$ cat config.mk
export PLATFORM = sky130hd
export DESIGN_NAME = msgpack_object_boundary_scanner_unit
export DESIGN_NICKNAME = d
export VERILOG_FILES = /design/src/sv/mobs_pkg.sv /design/src/sv/mobs_step.sv /design/src/sv/msgpack_object_boundary_scanner_unit.sv
export SDC_FILE = /design/constraint.sdc
export NUM_CORES = 1
export LEC_CHECK = 0
export ABC_AREA = 1
export BUFFER_PORTS_ARGS = -buffer_cell sky130_fd_sc_hd__buf_2
export CAP_MARGIN = 0
export CORE_MARGIN = 3
export CORE_UTILIZATION = 55
export CTS_CLUSTER_SIZE = 25
export DETAILED_ROUTE_END_ITERATION = 7
export HOLD_SLACK_MARGIN = 0.02
export PLACE_DENSITY_LB_ADDON = 0.05
export SLEW_MARGIN = 0
export SYNTH_ARGS = -nofsm -noshare
export SYNTH_HDL_FRONTEND = slang
export SYNTH_SLANG_ARGS = --single-unit
$ cat constraint.sdc
create_clock -name clock -period 5.3 [get_ports clock]
set_clock_uncertainty 0.2 [all_clocks]
set_input_delay 0 -clock clock [delete_from_list [all_inputs] [get_ports clock]]
set_output_delay 0 -clock clock [all_outputs]
set_load 0.01 [all_outputs]
$ cat src/sv/mobs_pkg.sv
// Types and constants of the MessagePack object boundary scanner.
// Used by the step logic, the top level and the checker; depends on nothing.
package mobs_pkg;

   typedef struct packed {
      logic [7:0] data_byte;
      logic       start_object;
   } req_type;

   typedef struct packed {
      logic [1:0]  status;
      logic        object_done;
      logic [31:0] pending_items;
   } rsp_type;

   localparam logic [1:0] ST_CONSUMED = 2'd0;
   localparam logic [1:0] ST_DONE     = 2'd1;
   localparam logic [1:0] ST_ERROR    = 2'd2;
   localparam logic [1:0] ST_REJECTED = 2'd3;

   typedef enum logic [5:0] {
      PH_TYPE   = 6'b000001,
      PH_DATA   = 6'b000010,
      PH_LEN    = 6'b000100,
      PH_EXTLEN = 6'b001000,
      PH_ARRCNT = 6'b010000,
      PH_MAPCNT = 6'b100000
   } phase_type;

   typedef struct packed {
      phase_type   phase;
      logic [31:0] items;
      logic [32:0] payload;
      logic [2:0]  prefix;
      logic        error;
   } scan_state_type;

   localparam scan_state_type SCAN_REARM = '{
      phase:   PH_TYPE,
      items:   32'd1,
      payload: 33'd0,
      prefix:  3'd0,
      error:   1'b0
   };

endpackage

$ cat src/sv/mobs_step.sv
// Combinational next-state and result logic for one stream word of the scanner.
// Depends on mobs_pkg for the word, result and state types.
module mobs_step import mobs_pkg::*; (
   input  req_type        req,
   input  scan_state_type state_cur,
   output scan_state_type state_next,
   output rsp_type        rsp
);

   localparam logic [7:0] BYTE_NEVER_USED = 8'hC1;

   scan_state_type cur;
   scan_state_type upd;
   logic [7:0]     b;
   logic [31:0]    shifted;
   logic [32:0]    add_n;
   logic [31:0]    add_base;
   logic [33:0]    sum;
   logic           do_add;
   logic           fail;
   logic           done;

   assign b = req.data_byte;

   always_comb begin
      cur = req.start_object ? SCAN_REARM : state_cur;
      upd = cur;
      shifted = {cur.payload[23:0], b};
      add_n = 33'd0;
      add_base = cur.items;
      do_add = 1'b0;
      fail = 1'b0;
      case (cur.phase)
         PH_DATA: begin
            upd.payload = cur.payload - 33'd1;
            if (upd.payload == 33'd0) begin
               upd.phase = PH_TYPE;
            end
         end
         PH_LEN, PH_EXTLEN, PH_ARRCNT, PH_MAPCNT: begin
            upd.payload = {1'b0, shifted};
            upd.prefix = cur.prefix - 3'd1;
            if (upd.prefix == 3'd0) begin
               case (cur.phase)
                  PH_LEN: begin
                     upd.phase = (shifted == 32'd0) ? PH_TYPE : PH_DATA;
                  end
                  PH_EXTLEN: begin
                     // The ext type byte is skipped along with the payload.
                     upd.payload = {1'b0, shifted} + 33'd1;
                     upd.phase = PH_DATA;
                  end
                  PH_ARRCNT: begin
                     add_n = {1'b0, shifted};
                     do_add = 1'b1;
                     upd.payload = 33'd0;
                     upd.phase = PH_TYPE;
                  end
                  default: begin
                     // A map of 2^31 pairs or more cannot be counted.
                     fail = shifted[31];
                     add_n = {shifted, 1'b0};
                     do_add = !shifted[31];
                     upd.payload = 33'd0;
                     upd.phase = PH_TYPE;
                  end
               endcase
            end
         end
         default: begin
            upd.phase = PH_TYPE;
            add_base = cur.items - 32'd1;
            upd.items = add_base;
            upd.payload = 33'd0;
            upd.prefix = 3'd0;
            if (b inside {[8'h80:8'h8F]}) begin
               add_n = {28'd0, b[3:0], 1'b0};
               do_add = 1'b1;
            end else if (b inside {[8'h90:8'h9F]}) begin
               add_n = {29'd0, b[3:0]};
               do_add = 1'b1;
            end else if (b inside {[8'hA0:8'hBF]}) begin
               upd.payload = {28'd0, b[4:0]};
               if (b[4:0] != 5'd0) begin
                  upd.phase = PH_DATA;
               end
            end else if (b == BYTE_NEVER_USED) begin
               fail = 1'b1;
            end else if (b inside {[8'hC4:8'hC6], [8'hD9:8'hDB]}) begin
               upd.prefix = (b == 8'hC4 || b == 8'hD9) ? 3'd1 :
                            (b == 8'hC5 || b == 8'hDA) ? 3'd2 : 3'd4;
               upd.phase = PH_LEN;
            end else if (b inside {[8'hC7:8'hC9]}) begin
               upd.prefix = (b == 8'hC7) ? 3'd1 : (b == 8'hC8) ? 3'd2 : 3'd4;
               upd.phase = PH_EXTLEN;
            end else if (b inside {[8'hCA:8'hCB]}) begin
               upd.payload = b[0] ? 33'd8 : 33'd4;
               upd.phase = PH_DATA;
            end else if (b inside {[8'hCC:8'hD3]}) begin
               upd.payload = 33'd1 << b[1:0];
               upd.phase = PH_DATA;
            end else if (b inside {[8'hD4:8'hD8]}) begin
               upd.payload = 33'd1 + (33'd1 << (b[2:0] - 3'd4));
               upd.phase = PH_DATA;
            end else if (b inside {[8'hDC:8'hDD]}) begin
               upd.prefix = b[0] ? 3'd4 : 3'd2;
               upd.phase = PH_ARRCNT;
            end else if (b inside {[8'hDE:8'hDF]}) begin
               upd.prefix = b[0] ? 3'd4 : 3'd2;
               upd.phase = PH_MAPCNT;
            end
            // Fixints, nil, booleans and negative fixints change nothing more.
         end
      endcase

      sum = {2'b00, add_base} + {1'b0, add_n};
      if (do_add) begin
         if (sum[33:32] != 2'b00) begin
            fail = 1'b1;
         end else begin
            upd.items = sum[31:0];
         end
      end
      done = (upd.phase == PH_TYPE) && (upd.items == 32'd0);

      if (cur.error) begin
         state_next = cur;
         rsp = '{status: ST_ERROR, object_done: 1'b0, pending_items: cur.items};
      end else if (cur.phase == PH_TYPE && cur.items == 32'd0) begin
         state_next = cur;
         rsp = '{status: ST_REJECTED, object_done: 1'b1, pending_items: 32'd0};
      end else if (fail) begin
         state_next = cur;
         state_next.error = 1'b1;
         rsp = '{status: ST_ERROR, object_done: 1'b0, pending_items: cur.items};
      end else begin
         state_next = upd;
         rsp = '{status: done ? ST_DONE : ST_CONSUMED, object_done: done,
                 pending_items: upd.items};
      end
   end

endmodule

$ cat src/sv/msgpack_object_boundary_scanner_unit.sv
// Top level of the MessagePack object boundary scanner: word and result
// registers around the step logic. Depends on mobs_pkg and mobs_step.

// The scanner takes a MessagePack stream one byte per word and reports, for
// every byte, whether it was consumed, whether it closed the current top-level
// object, or whether the stream is in error. It accepts one word every clock
// cycle with no bubbles while the result port is not stalled. Each result is
// presented on the result port after passing through the word register and
// then the result register. The rate is set by the scan state loop: pending
// item count, skip count and length-prefix count are read and rewritten in
// the same cycle by the step logic, so every byte sees the state left by the
// one before it. Raise start_object on the first byte of a new object to
// re-arm the scanner; this also clears a sticky error. Once an object is
// complete, further bytes are answered with the rejected status and leave the
// state alone. Reserved byte 0xC1 in a type position, a pending count past 32
// bits and a map header of 2^31 pairs or more all put the scanner into the
// error state.
module msgpack_object_boundary_scanner_unit import mobs_pkg::*; (
   input  logic    clock,
   input  logic    reset,
   input  logic    req_valid,
   output logic    req_stall,
   input  req_type req_data,
   output logic    rsp_valid,
   input  logic    rsp_stall,
   output rsp_type rsp_data
);

   // Word register.
   req_type        req_ff;
   logic           req_valid_ff;
   logic           req_valid_in;

   // Scan state, updated whenever a word moves into the result register.
   scan_state_type state_ff;
   scan_state_type state_in;

   // Result register.
   rsp_type        rsp_ff;
   rsp_type        rsp_in;
   logic           rsp_valid_ff;
   logic           rsp_valid_in;

   logic           out_free;
   logic           advance;

   // The result register can take a new result when it is empty or is
   // being drained this cycle.
   assign out_free = !rsp_valid_ff || !rsp_stall;
   assign advance  = req_valid_ff && out_free;

   // The word register stalls only when it holds a word that cannot move on.
   assign req_stall = req_valid_ff && !out_free;

   assign req_valid_in = req_valid ? 1'b1 : (req_valid_ff && !out_free);
   assign rsp_valid_in = advance ? 1'b1 : (rsp_valid_ff && rsp_stall);

   mobs_step u_step (
      .req        (req_ff),
      .state_cur  (state_ff),
      .state_next (state_in),
      .rsp        (rsp_in)
   );

   always_ff @(posedge clock) begin
      if (reset) begin
         req_valid_ff <= 1'b0;
         rsp_valid_ff <= 1'b0;
         state_ff     <= SCAN_REARM;
      end else begin
         req_valid_ff <= req_valid_in;
         rsp_valid_ff <= rsp_valid_in;
         if (advance) begin
            state_ff <= state_in;
         end
      end
   end

   // Payload registers carry no reset.
   always_ff @(posedge clock) begin
      if (req_valid && !req_stall) begin
         req_ff <= req_data;
      end
      if (advance) begin
         rsp_ff <= rsp_in;
      end
   end

   assign rsp_valid = rsp_valid_ff;
   assign rsp_data  = rsp_ff;

endmodule

# Word-level counts from Yosys, hierarchy flattened
# Index checks and enable logic that the tools add are counted.
[classes] add_sub_neg=7 n_lt_le_gt_ge=22 eq_ne=14 n_shift=2 n_mux=76 reduce_logical=38
[op_table] cell="75-bit 2-to-1 mux" count=4
[op_table] cell="33-bit 2-to-1 mux" count=9
[op_table] cell="33-bit one-hot mux with 2 select lines" count=4
[op_table] cell="32-bit 2-to-1 mux" count=4
[op_table] cell="36-bit 2-to-1 mux" count=3
[op_table] cell="32-bit zero test" count=3
[op_table] cell="8-bit greater-or-equal comparator (second input constant)" count=11
[op_table] cell="8-bit <= comparator (second input constant)" count=11
[op_table] cell="6-bit 2-to-1 mux" count=13
[op_table] cell="34-bit 2-to-1 mux" count=2
[op_table] cell="8-bit == test (second input constant)" count=7
[op_table] cell="3-bit 2-to-1 mux" count=13
[op_table] cell="32-bit by 33-bit adder with 34-bit output" count=1
[op_table] cell="1-bit by 33-bit adder with 33-bit output (first input constant)" count=1
[op_table] cell="32-bit by 1-bit adder with 33-bit output (second input constant)" count=1
[op_table] cell="33-bit zero test" count=1
[op_table] cell="1-bit by 2-bit left shift with 33-bit output (first input constant)" count=1
[op_table] cell="1-bit by 3-bit left shift with 33-bit output (first input constant)" count=1
[op_table] cell="33-bit by 1-bit subtractor with 33-bit output (second input constant)" count=1
[op_table] cell="32-bit by 1-bit subtractor with 32-bit output (second input constant)" count=1
[op_table] cell="6-bit one-hot mux with 2 select lines" count=2
[op_table] cell="1-bit logical AND" count=17
[op_table] cell="1-bit 2-to-1 mux" count=14
[op_table] cell="6-bit by 1-bit == test with 1-bit output (second input constant)" count=2
[op_table] cell="other kinds (20)" count=32
[word_totals] register_bits=121 input_bits=13 output_inout_bits=37 elab_cells=172

# Logic depth before layout (Yosys ltp)
# Gate-level depths: netlist of run 1.
[depth] ltp_word=20 ltp_mapped=43 ltp_nobuf=38

# Hierarchy
# From an unflattened synthesis of run 1, not the netlist that was laid out.
[unflattened] cells_unflattened=2367 hier_area_um2=13917.1
[modules_own_cells] module="mobs_step" n_inst=1 cells_each=1822 area_each_um2=9205.1 seq_area_each_um2=0.0
[modules_own_cells] module="msgpack_object_boundary_scanner_unit" n_inst=1 cells_each=545 area_each_um2=4712.0 seq_area_each_um2=2862.7

# Worst setup path before layout of run 1
# OpenSTA, ideal clock, no wires.
[synth_timing] path_type="register -> register" startpoint="reg req_ff[0] (netlist bit)" endpoint="reg state_ff[27] (netlist bit)" setup_ns=0.132 t_arrival_ns=4.821 required_time_ns=4.968 slack_ns=0.147 stages_incl_launch_ff=42 path_buffers=6 synth_period_minus_slack_ns=5.153 cell_sequence="edfxtp_1 > inv_2 > buf_6 > buf_8 > buf_6 > nand2_1 > ha_1 > nand2_1 > nand2_1 > nor2_2 > buf_2 > nand2_1 > inv_1 > nand2_1 > o21ai_0 > nand2_1 > inv_1 > ha_1 > (+6 left out) > nand2_1 > nand2_1 > nand2_1 > nand2_1 > nand2_1 > nand3_1 > nand2_1 > nand2_1 > nand2_2 > nand2_4 > nor2_4 > nand2_2 > buf_6 > buf_6 > a21oi_1 > a21oi_1 > o21ai_1 > a21oi_1"
[synth_via] elab_chain_cells=13 word_cells_on_any_way=39 classes_between="add/sub (5); eq/ne (6); mux (19); reduce/logical (9)"
[synth_rtl] element="start: declaration" line="msgpack_object_boundary_scanner_unit.sv:30" rtl="req_type req_ff;"
[synth_rtl] element="start signal: assignment" line="msgpack_object_boundary_scanner_unit.sv:82" rtl="req_ff <= req_data;"
[synth_rtl] element="75-bit 2-to-1 mux *" line="mobs_step.sv:26" rtl="cur = req.start_object ? SCAN_REARM : state_cur;"
[synth_rtl] element="parallel branches: the longest is 11 deep, another holds 32-bit by 33-bit adder with 34-bit output"
[synth_rtl] element="75-bit 2-to-1 mux *" line="mobs_step.sv:126" rtl="if (cur.error) begin"
[synth_rtl] element="end signal: assignment" line="msgpack_object_boundary_scanner_unit.sv:74" rtl="state_ff <= state_in;"
[synth_rtl] element="end: declaration" line="msgpack_object_boundary_scanner_unit.sv:35" rtl="scan_state_type state_ff;"
# Mark *: on every way between the ends.
# A chain may end at the register's enable or synchronous reset.

# Worst setup path after layout of run 1
[layout_timing] startpoint="reg req_ff[0] (netlist bit)" endpoint="reg rsp_ff, in the netlist rsp_data[33], data pin"
[layout_via] elab_chain_cells=15 word_cells_on_any_way=47 classes_between="add/sub (4); eq/ne (7); mux (23); reduce/logical (13)"
[layout_rtl] element="75-bit 2-to-1 mux *" line="mobs_step.sv:26"
[layout_rtl] element="parallel branches: the longest is 14 deep, another holds 32-bit by 33-bit adder with 34-bit output"
[layout_rtl] element="end signal: assignment" line="msgpack_object_boundary_scanner_unit.sv:85" rtl="rsp_ff <= rsp_in;"
[layout_rtl] element="end: declaration" line="msgpack_object_boundary_scanner_unit.sv:39" rtl="rsp_type rsp_ff;"
# Marked as above.

==> out/qor.txt, run 1 <==
Fin crit period = 5170 ps
Capture point of the worst path = rsp_data[33]
Launch instance of the worst register-to-register path = req_ff[0]
Layout Area Growth over Synthesis = 18.9%
Later-pin clock latency in the skew report = 440 ps
Routed length on met3 = 6410 um
CP most frequent cell = nand2_1
Number of top-level design ports = 50
Number of synthesized flops with an enable pin = 43
Arrival time worst endpoint = 5260 ps
Share of the yosys chip area belonging to registers = 21.2%
Top cells by area in the synthesized netlist = nand2_1 (16%), dfxtp_1 (12%), edfxtp_1 (9.7%)
Post-synthesis cell type with the largest combined area = nand2_1
Maximum level of the CTS H-tree = 4
Number of antenna cells inserted = 0
Wirelength per Cell = 20.6 um
Worst r2r dst = rsp_data[33]
Routed length on met2 = 24100 um
Result of the run = finished clean
Mapped cell area = 13400 um2
Final non-filler cell total = 2723
Number of buffers added by the clock tree synthesis step = 17
Slew headroom = 22.1%
Pre-antenna DRT Iters = 6
Post-detailed-route count of antenna-violating nets = 0
Post-synthesis sequential element count = 120
Worst endpoint required time = 5390 ps
Final critical-path share of the clock period = 97.5%
Sequential cell area = 2830 um2
Detailed-placement wirelength estimate = 42000 um
DRC marker count from the first detailed-route iteration = 2592
Most frequent cells in the layout = nand2_1 (561), inv_1 (305), nor2_1 (261), a21oi_1 (174), o21ai_0 (148)
Placed cell count = 2657
Number of cells produced by synthesis = 2252
Vias in the first global route = 14900
Clock Sinks = 120
Critical Path Slowest Stage Cell = a21oi_1
Number of distinct library cell variants in the gate-level netlist after synthesis = 64
Instance area at placement = 14600 um2
Initial Utilization = 56.5%
Leading cell type in the layout, fill and taps excluded = nand2_1
First-pass GRT wire length = 84400 um
Overflow after GRT = 0
Count of cells along the worst register-to-register path = 33
R2r setup slk = 130 ps
# setup viols final = 0
Maximum VDD drop = 0.000185 V
DR DRC count = 0
Crit-path max cell delay = 470 ps
Critical path class = reg -> reg
Start point of the critical path = req_ff[0]
Width of the die = 162 um
Number of endpoints with negative hold slack in the final report = 0
Fraction of layout cells with a size suffix above 1 = 15.5%
Routed via count = 16800
Worst hold path type = in -> reg
MaxCap Viol Count = 0
Buffer depth of the longest clock path = 2
Crit path launch type = register
Via density per instance = 6.15
Routed wire length = 56200 um
Highest routed metal layer = met4
Die footprint = 26200 um2
Finished layout cell area = 15900 um2
Most frequently used flop master after synthesis = dfxtp_1
Number of antenna violations at the first check in global routing = 1
Sum of routed wire segments on met1 = 22300 um
Highest achievable clock rate = 0.194 GHz
Overall die height = 162 um
Worst slew pin tran = 1170 ps
Routability-driven placement congestion ratio = 1.08
Pin count of the biggest net entering global routing = 68
Core area = 23700 um2
Clk root buf = clkbuf_16
Maximum net fanout on the critical path = 24
Synth Warn # = 0
Power per unit of standard cell area = 208 nW/um2
Static leakage power = 7.86 nW
CTS tree = done
Final Net Count = 2452
Total GRT Usage = 40.9%
Area used by multi-input combinational logic = 9250 um2
Clock slew at the register clock pins of the worst setup and hold paths = 70 ps
Filler Cell Count = 2242
Mean Syn Cell Area = 5.94 um2
PortBufs = 49
Final Max Slew Viols = 0
Post-Synthesis Net Count = 2313
Share of flip-flops with an asynchronous set or reset after synthesis = 0%
Site Rows = 56
Area share of the largest cell type after synthesis = 16.0%
Crit. End Element = register
-- final cells by class --
| cell class | instances | area share, % |
|---|---|---|
| timing repair buffer | 206 | 10.1 |
| multi-input combinational | 1720 | 58.2 |
| tap | 319 | 2.51 |
| clock buffer | 18 | 2.70 |
| sequential | 120 | 17.8 |
| inverter | 326 | 7.76 |
| clock inverter | 14 | 0.897 |
-- worst min-delay path by stage --
stage | slack [ps] | end | from | depth (start not counted)
3_3_place_gp | -20 | req_ff[3] | req_data[3] | 1
4_1_cts | 60 | req_ff[7] | req_data[7] | 2
6_report | 70 | req_ff[7] | req_data[7] | 2
2_1_floorplan | -100 | req_ff[0] | req_data[0] | 0
3_5_place_dp | -20 | req_ff[7] | req_data[7] | 1
5_1_grt | 80 | req_ff[7] | req_data[7] | 2
-- kinds of logic (layout without fill, tap and decap cells) --
kind of cell             count (synthesis)  after routing  share of synthesized area [%]
buffers and inverters                  412            564                           12.4
AO/OA/AOI/OAI                          503            503                           21.6
XOR/XNOR                                83             83                           5.44
flip-flops                             120            120                           21.2
adder cells (fa/ha/maj)                 48             48                           4.55
AND/OR/NAND/NOR                       1085           1085                           34.8
multiplexers                             1              1                         0.0749
-- flip-flops by register name (all words and copies together) (netlist names) --
register / cells
req_ff: 9
state_ff: 75
rsp_valid: 1
req_valid_ff: 1
rsp_data: 34
-- metrics by stage --
| step | utilization (%) | power, mW | setup WS, ps | hold slack [ps] | TNS (ps) |
|---|---|---|---|---|---|
| after CTS | 64.6 | 3.21 | 16.7 | 63.5 | 0 |
| after floorplan | - | 1.70 | 147 | -101 | 0 |
| after global routing | 67.1 | 3.41 | -187 | 78.3 | -216 |
| after global placement | 61.6 | 2.01 | 99.9 | -22.9 | 0 |
| after detailed placement | 61.6 | 2.02 | 52.5 | -21.7 | 0 |
| final | 67.1 | 3.31 | 135 | 68.1 | 0 |
-- metal layers --
metal / vias to the layer above / GRT usage [%]
met2: 1175 / 63.9
li1: 7651 / -
met4: 0 / 19.0
met3: 234 / 7.32
met1: 7694 / 55.0
met5: - / 0
-- where the power goes --
| part | switching (mW) | total (mW) | internal, mW | leakage, nW |
|---|---|---|---|---|
| sequential | 0.0328 | 1.05 | 1.02 | 1.05 |
| combinational | 0.710 | 1.06 | 0.345 | 6.53 |
| clock | 0.539 | 1.20 | 0.659 | 0.275 |
| total | 1.28 | 3.31 | 2.02 | 7.86 |
-- critical path: cells and delay by family, from the launching register on --
| family | cells | cell delay [ps] |
|---|---|---|
| DFF | 1 | 390 |
| and+or+nand+nor | 21 | 2020 |
| adders and majority gates | 2 | 630 |
| buffers and inverters | 7 | 930 |
| AOI/OAI and AO/OA | 3 | 810 |
-- cells in the mapped netlist (9+ instances only) --
cell type	number
nand2_1	571
inv_1	305
nor2_1	279
a21oi_1	184
o21ai_0	151
nand3_1	96
dfxtp_1	77
xor2_1	72
clkbuf_1	47
ha_1	47
nand4_1	46
edfxtp_1	43
o21ai_1	40
o211ai_1	28
nor3_1	26
o22ai_1	24
buf_2	19
nand2_2	17
inv_2	13
xnor2_1	11
nor2_2	10
a22oi_1	9
nand2_4	9
o22ai_2	9
-- timing repair --
action	in CTS	in global routing
buffers inserted	0	16
hold buffers	14	0
gates resized for setup	1	88
endpoints found under the hold margin	30	0
pin swaps	0	13
gates cloned	0	4
endpoints found under the setup margin	1	108
No activity file was read; power rests on OpenSTA's default activity.
==> inputs of run 2 (changes only) <==
ABC_AREA = default   (was 1)
GPL_TIMING_DRIVEN = 1   (was default)
clock period = 6.5 ns   (was 5.3 ns; I/O delays follow)
==> run 2 against run 1 <==
Wire length shrank 22%. Sequential share of layout area grew 4.0 points. Fmax shrank 16%. Hold slack gained 5.5 ps. Synthesized area shrank 12%. Synthesized cell count shrank 27%. Core utilization shrank 5.7 points. Sequential power shrank 19%. Sequential cell count is the same. Critical path type unchanged.
==> out/qor.txt, run 2 <==
Post-synthesis sequential element count = 120 (unchanged)
Result of the run = finished clean
CTS tree = done
Final Net Count = 1696 (-31%)
Terminating pin of the worst hold path = req_ff[5]
Share of flip-flops with an asynchronous set or reset after synthesis = 0% (unchanged)
Overall die height = 153 um (-5.8%)
Detailed-placement wirelength estimate = 31600 um (-25%)
Arithmetic-cell share of the synthesized area counting full adders, half adders and majority gates = 5.14% (+0.60 points)
Post-Synthesis Net Count = 1700 (-27%)
Crit path launch type = register
Switching Fraction = 31.0% (-7.8 points)
Synth Area in XOR/XNOR = 4.52% (-0.92 points)
Count of cells along the worst register-to-register path = 18 (-45%)
Vias in the first global route = 12300 (-17%)
Number of buffers added by the clock tree synthesis step = 17 (unchanged)
Worst r2r dst = rsp_data[33]
Launch instance of the worst register-to-register path = req_ff[0]
Static leakage power = 4.84 nW (-38%)
Slew headroom = 26.7% (+4.6 points)
Clk root buf = clkbuf_16
Number of distinct library cell variants in the gate-level netlist after synthesis = 95 (+48%)
DRC marker count from the first detailed-route iteration = 1593 (-39%)
Die footprint = 23300 um2 (-11%)
Pre-antenna DRT Iters = 6 (unchanged)
Fraction of synthesized area in multiplexers = 1.64% (+1.6 points)
Number of endpoints with negative hold slack in the final report = 0 (unchanged)
Critical Path Slowest Stage Cell = nor4bb_1
Final hold slack = 73.6 ps (+5.54 ps)
MaxCap Viol Count = 0 (unchanged)
Crit. End Element = register
Post-route total power = 2.33 mW (-30%)
Top cells by area in the synthesized netlist = dfxtp_1 (13%), edfxtp_1 (11%), nor2_1 (6.3%)
Fin crit period = 6150 ps (+987 ps)
Worst hold path type = in -> reg
Worst slew pin tran = 1100 ps (-70.2 ps)
DR DRC count = 0 (unchanged)
Leading cell type in the layout, fill and taps excluded = nor2_1
Post-synthesis share of cell area spent on and, or, nand and nor gates = 29.4% (-5.3 points)
RSZ-0062 raised after global routing = no
Setup repair bufs after CTS = 0 (unchanged)
CP most frequent cell = a21o_1
Largest family of logic cells by synthesized area = compound AO/OA/AOI/OAI gates
Most frequent cells in the layout = nor2_1 (197), nand2_1 (179), a21oi_1 (137), o21ai_0 (119), dfxtp_1 (77)
Share of the yosys chip area belonging to registers = 24.0% (+2.8 points)
Complex-gate fraction of the synthesized area = 29.5% (+7.9 points)
Layout Area Growth over Synthesis = 9.60%
Comb power frac = 19.6% (-12 points)
Clk pwr share = 43.9% (+7.7 points)
Width of the die = 153 um (-5.8%)
Arrival time worst endpoint = 6200 ps (+940 ps)
PortBufs = 49 (unchanged)
Number of buffer and inverter instances along the worst setup path = 0 (-7)
Instance area at placement = 12200 um2 (-16%)
First-pass GRT wire length = 68200 um (-19%)
Min-Delay Startpoint = req_data[5]
Maximum VDD drop = 0.000144 V (-22%)
Buffer depth of the longest clock path = 2 (unchanged)
Routed wire length = 43600 um (-22%)
Synth Warn # = 0 (unchanged)
Pin count of the biggest net entering global routing = 66 (-2.9%)
Routability-driven placement congestion ratio = 1.04 (-3.3%)
Highest achievable clock rate = 0.163 GHz (-16%)
Clock slew at the register clock pins of the worst setup and hold paths = 60 ps (about the same)
Clock Sinks = 120 (unchanged)
Setup Total Neg Slack = 0 ps (unchanged)
Power per unit of standard cell area = 179 nW/um2 (-14%)
Largest register FFs = 75 (unchanged)
Number of top-level design ports = 50 (unchanged)
Number of antenna cells inserted = 0 (unchanged)
Number of cells produced by synthesis = 1639 (-27%)
# setup viols final = 0 (unchanged)
Cell with the most instances after synthesis = nor2_1
Largest reg by FF count = state_ff
Critical path class = reg -> reg
Core area = 21100 um2 (-11%)
Final critical-path share of the clock period = 94.6% (-2.8 points)
R2r setup slk = 350 ps (+210 ps)
Crit-path max cell delay = 570 ps (+100 ps)
Hold Path Cell Cnt = 2 (unchanged)
Post-detailed-route count of antenna-violating nets = 0 (unchanged)
Placed cell count = 1878 (-29%)
Later-pin clock latency in the skew report = 430 ps (about the same)
Critical path's top delay family = compound AO/OA/AOI/OAI gates
Fraction of layout cells with a size suffix above 1 = 10.3% (-5.2 points)
Overflow after GRT = 0 (unchanged)
Maximum level of the CTS H-tree = 4 (unchanged)
Cell Chain, Critical Path = nor2_2 > o2111ai_2 > a311oi_2 > nor4bb_1 > xor2_1 > and2_1 > ha_1 > a21o_1 > a21o_1 > a32o_1 > a211o_1 > a31oi_1 > nand2b_1 > or4_1 > o21ai_0 > o2111a_1 > nand4bb_1 > o41ai_2
Post-Route Utilization = 61.4% (-5.7 points)
Final WS setup = 348 ps (+213 ps)
Finished layout cell area = 13000 um2 (-18%)
Worst endpoint required time = 6550 ps (+1160 ps)
Number of antenna violations at the first check in global routing = 0 (-1)
Portion of total power attributed to sequential cells = 36.5% (+4.6 points)
Most frequently used flop master after synthesis = dfxtp_1
Area share of the largest cell type after synthesis = 13.0% (-3.0 points)
Maximum net fanout on the critical path = 8 (-67%)
Routed via count = 13200 (-21%)
Total GRT Usage = 36.0% (-4.9 points)
Final non-filler cell total = 1923 (-29%)
Most instantiated cells after synthesis = nor2_1 (200), nand2_1 (179), a21oi_1 (137), o21ai_0 (119), clkbuf_1 (95)
Final Max Slew Viols = 0 (unchanged)
Internal Pwr Total = 1.61 mW (-21%)
Initial Utilization = 56.1% (-0.40 points)
Mean Syn Cell Area = 7.21 um2 (+21%)
Wirelength per Cell = 22.7 um (+9.9%)
Mapped cell area = 11800 um2 (-12%)
Site Rows = 53 (-5.4%)
Number of synthesized flops with an enable pin = 43 (unchanged)
Via density per instance = 6.84 (+11%)
Worst setup slack before clock tree synthesis = 550 ps (+497 ps)
Post-synthesis cell type with the largest combined area = dfxtp_1
P_sw = 0.720 mW (-44%)
[run 2: area by class of cell]
type	instances	area [um2]
Tap cell	275	344
Inverter	39	146
Fill cell	1973	8130
Multi-Input combinational cell	1353	8330
Clock inverter	14	181
Sequential cell	120	2830
Timing Repair Buffer	104	691
Clock buffer	18	429
[run 2: how the worst max path moves through the flow]
stage,start,to,cells past startpoint
3_5_place_dp,req_ff[0],rsp_data[33],19
4_1_cts,req_ff[0],state_ff[57],23
5_1_grt,req_ff[0],state_ff[73],20
2_1_floorplan,req_ff[0],rsp_data[33],27
3_3_place_gp,req_ff[0],rsp_data[33],18
6_report,req_ff[0],rsp_data[33],18
[run 2: power by group through the flow]
stage	Clock [mW]	Sequential [mW]	Combinational (mW)
floorplan	0	0.847	0.313
global placement	0	0.861	0.434
detailed placement	0	0.862	0.435
CTS	1.02	0.846	0.444
global route	1.05	0.851	0.491
finish	1.02	0.848	0.456
[run 2: metal layers]
metal / vias up / GRT usage, % / routed length [um]
met5: - / 0 / 0
met2: 820 / 58.3 / 19700
met4: 0 / 15.8 / 1860
li1: 6069 / - / -
met3: 155 / 5.91 / 4090
met1: 6115 / 47.5 / 18000
[run 2: kinds of logic (layout without fill, tap and decap cells)]
group                      count (synthesis)  count (layout)
adders and majority gates                 48              48
AOI/OAI and AO/OA                        529             529
xor gates and xnor gates                  61              61
DFF                                      120             120
muxes                                     19              19
and+or+nand+nor                          696             696
buffers and inverters                    166             175
[run 2: repair_timing]
| action | 4_1_cts | 5_1_grt |
|---|---|---|
| endpoints found under the hold margin | 22 | 0 |
| resized for setup | 0 | 1 |
| hold buffers | 13 | 0 |
| endpoints found under the setup margin | 0 | 7 |
==> inputs of run 3 (changes only) <==
SYNTH_HIERARCHICAL = 1   (was default)
clock period = 7.8 ns   (was 6.5 ns; I/O delays follow)
==> run 3 against run 2 <==
Sequential cell count increased by 1. Synthesized area is 8.6% higher. Non-clock buffer count decreased by 16. Critical path depth is 4 higher. Cell count up 5.7%. Register-to-register slack better by 360 ps. Synthesized cell count grew 5.5%. Critical path type unchanged.
==> out/qor.txt, run 3 <==
Result of the run = finished clean
Static leakage power = 5.15 nW (+6.5%)
Slew headroom = 24.2% (-2.6 points)
Critical Path Slowest Stage Cell = nor4_1
Later-pin clock latency in the skew report = 440 ps (about the same)
Routability-driven placement congestion ratio = 0.962 (-7.7%)
Power per unit of standard cell area = 142 nW/um2 (-21%)
Post-detailed-route count of antenna-violating nets = 0 (unchanged)
Most frequently used flop master after synthesis = dfxtp_1
Area share of the largest cell type after synthesis = 12.0% (-1.0 points)
Wirelength per Cell = 21.9 um (-3.6%)
Share of the yosys chip area belonging to registers = 22.3% (-1.7 points)
Start point of the critical path = req_ff[0]
Crit. End Element = register
Final Max Slew Viols = 0 (unchanged)
Number of antenna violations at the first check in global routing = 0 (unchanged)
Number of distinct library cell variants in the gate-level netlist after synthesis = 91 (-4.2%)
Overflow after GRT = 0 (unchanged)
# setup viols final = 0 (unchanged)
Post-synthesis cell type with the largest combined area = dfxtp_1
Clock Sinks = 121 (+0.83%)
Layout Area Growth over Synthesis = 8.50%
Cell with the most instances after synthesis = nand2b_1
Final WS setup = 713 ps (+365 ps)
Final Net Count = 1766 (+4.1%)
Largest reg by FF count = state_ff
Cell Chain, Critical Path = buf_4 > inv_2 > nand2_1 > ha_1 > xor2_1 > nand2_1 > nor2_1 > a32o_1 > and2_1 > ha_1 > inv_1 > fa_1 > nand2b_1 > a211o_1 > a31oi_1 > a21oi_1 > o41ai_1 > xor2_1 > nor4_1 > a31oi_1 > nand4b_1 > o32ai_1
Launch instance of the worst register-to-register path = req_ff[0]
Share of flip-flops with an asynchronous set or reset after synthesis = 0% (unchanged)
Leading cell type in the layout, fill and taps excluded = nand2b_1
Min-Delay Startpoint = req_data[3]
Final hold slack = 73.8 ps (+0.230 ps)
Worst hold path type = in -> reg
Worst setup slack before clock tree synthesis = 1020 ps (+468 ps)
Site Rows = 55 (+3.8%)
Crit path launch type = register
Crit-path max cell delay = 590 ps (+20 ps)
Number of buffer and inverter instances along the worst setup path = 3 (+3)
Largest register FFs = 75 (unchanged)
Initial Utilization = 56.4% (+0.31 points)
DRC marker count from the first detailed-route iteration = 1910 (+20%)
CTS tree = done
Core area = 22800 um2 (+8.0%)
Vias in the first global route = 12500 (+1.2%)
Maximum VDD drop = 0.0000963 V (-33%)
Width of the die = 159 um (+4.1%)
Most instantiated cells after synthesis = nand2b_1 (167), nand2_1 (159), nor2_1 (159), a21oi_1 (102), mux2i_1 (102)
Final critical-path share of the clock period = 90.9% (-3.8 points)
Number of top-level design ports = 50 (unchanged)
Total GRT Usage = 34.0% (-2.0 points)
MaxCap Viol Count = 0 (unchanged)
Filler Cell Count = 2133 (+8.1%)
Overall die height = 159 um (+4.1%)
Setup repair bufs after CTS = 0 (unchanged)
Setup Total Neg Slack = 0 ps (unchanged)
Detailed-placement wirelength estimate = 31700 um (+0.28%)
Clock slew at the register clock pins of the worst setup and hold paths = 70 ps (about the same)
Via density per instance = 6.67 (-2.6%)
Post-route total power = 1.97 mW (-15%)
Instance area at placement = 13200 um2 (+8.1%)
Most frequent cells in the layout = nand2b_1 (167), nand2_1 (159), nor2_1 (158), mux2i_1 (102), a21oi_1 (102)
First-pass GRT wire length = 69800 um (+2.4%)
Synth Warn # = 6 (+6)
Maximum level of the CTS H-tree = 4 (unchanged)
Highest achievable clock rate = 0.141 GHz (-13%)
Arrival time worst endpoint = 7110 ps (+910 ps)
Routed wire length = 44400 um (+1.9%)
Routed via count = 13600 (+3.0%)
Sequential cell area = 2860 um2 (+1.1%)
Clk root buf = clkbuf_16
Pin count of the biggest net entering global routing = 153 (+130%)
Maximum net fanout on the critical path = 26 (+18)
Top cells by area in the synthesized netlist = dfxtp_1 (12%), edfxtp_1 (10%), nand2b_1 (8.1%)
Worst endpoint required time = 7820 ps (+1270 ps)
Fin crit period = 7090 ps (+935 ps)
Critical path class = reg -> reg
Number of antenna cells inserted = 0 (unchanged)
Post-Synthesis Net Count = 1789 (+5.2%)
Number of synthesized flops with an enable pin = 44 (+2.3%)
Number of cells produced by synthesis = 1729 (+5.5%)
Buffer depth of the longest clock path = 2 (unchanged)
Die footprint = 25200 um2 (+8.3%)
Fraction of layout cells with a size suffix above 1 = 8.03% (-2.3 points)
Number of endpoints with negative hold slack in the final report = 0 (unchanged)
Post-synthesis sequential element count = 121 (+0.83%)
Area used by multi-input combinational logic = 9350 um2 (+12%)
Worst slew pin tran = 1140 ps (+41.1 ps)
DR DRC count = 0 (unchanged)
RSZ-0062 raised after global routing = no
Finished layout cell area = 13900 um2 (+7.5%)
Mean Syn Cell Area = 7.43 um2 (+3.0%)
Critical path's top delay family = compound AO/OA/AOI/OAI gates
Number of buffers added by the clock tree synthesis step = 17 (unchanged)
Mapped cell area = 12800 um2 (+8.6%)
Pre-antenna DRT Iters = 6 (unchanged)
PortBufs = 49 (unchanged)
run 3: cells by family (layout without fill, tap and decap cells):
kind of cell | count (synthesis) | after routing | share of synthesized area [%]
xor+xnor | 54 | 54 | 3.68
buf+inv | 163 | 153 | 5.24
flops | 121 | 121 | 22.3
simple gates | 740 | 740 | 30.2
compound gates | 500 | 500 | 25.8
mux | 104 | 104 | 8.13
fa+ha+maj | 47 | 47 | 4.64
run 3: path summary, 6_finish.rpt:
kind                   to  slack, ps  cells after the start
max reg2reg  rsp_data[33]        710                     22
min reg2reg   state_ff[1]        280                      2
min             req_ff[3]         70                      2
max          rsp_data[33]        710                     22
run 3: per-stage QoR:
stage	cells	utilization [%]
2_1_floorplan	1729	-
3_3_place_gp	1988	57.9
3_5_place_dp	1988	57.9
4_1_cts	2032	61.2
5_1_grt	2032	61.2
6_report	2032	61.2
run 3: layer usage:
layer	vias up	GRT usage, %	wire length [um]
li1	6335	-	-
met1	6319	45.0	18700
met2	767	55.7	20200
met5	-	0	0
met4	0	13.8	1760
met3	129	4.98	3720
run 3: repair_timing:
item	in CTS	in global routing
gates resized for setup	0	0
hold endpoints to repair	20	0
hold buffers	12	0
run 3: power by group:
group          internal (mW)  total [mW]  switching (mW)
sequential             0.680       0.706          0.0255
clock                  0.509       0.856           0.347
combinational          0.156       0.411           0.256
run 3: area by class of cell:
| type | count | area share [%] |
|---|---|---|
| multi-input combinational | 1445 | 67.1 |
| timing repair buffer | 88 | 4.27 |
| inverter | 33 | 0.889 |
| clock buffer | 17 | 3.05 |
| sequential | 121 | 20.5 |
| tap | 313 | 2.81 |
| clock inverter | 15 | 1.35 |
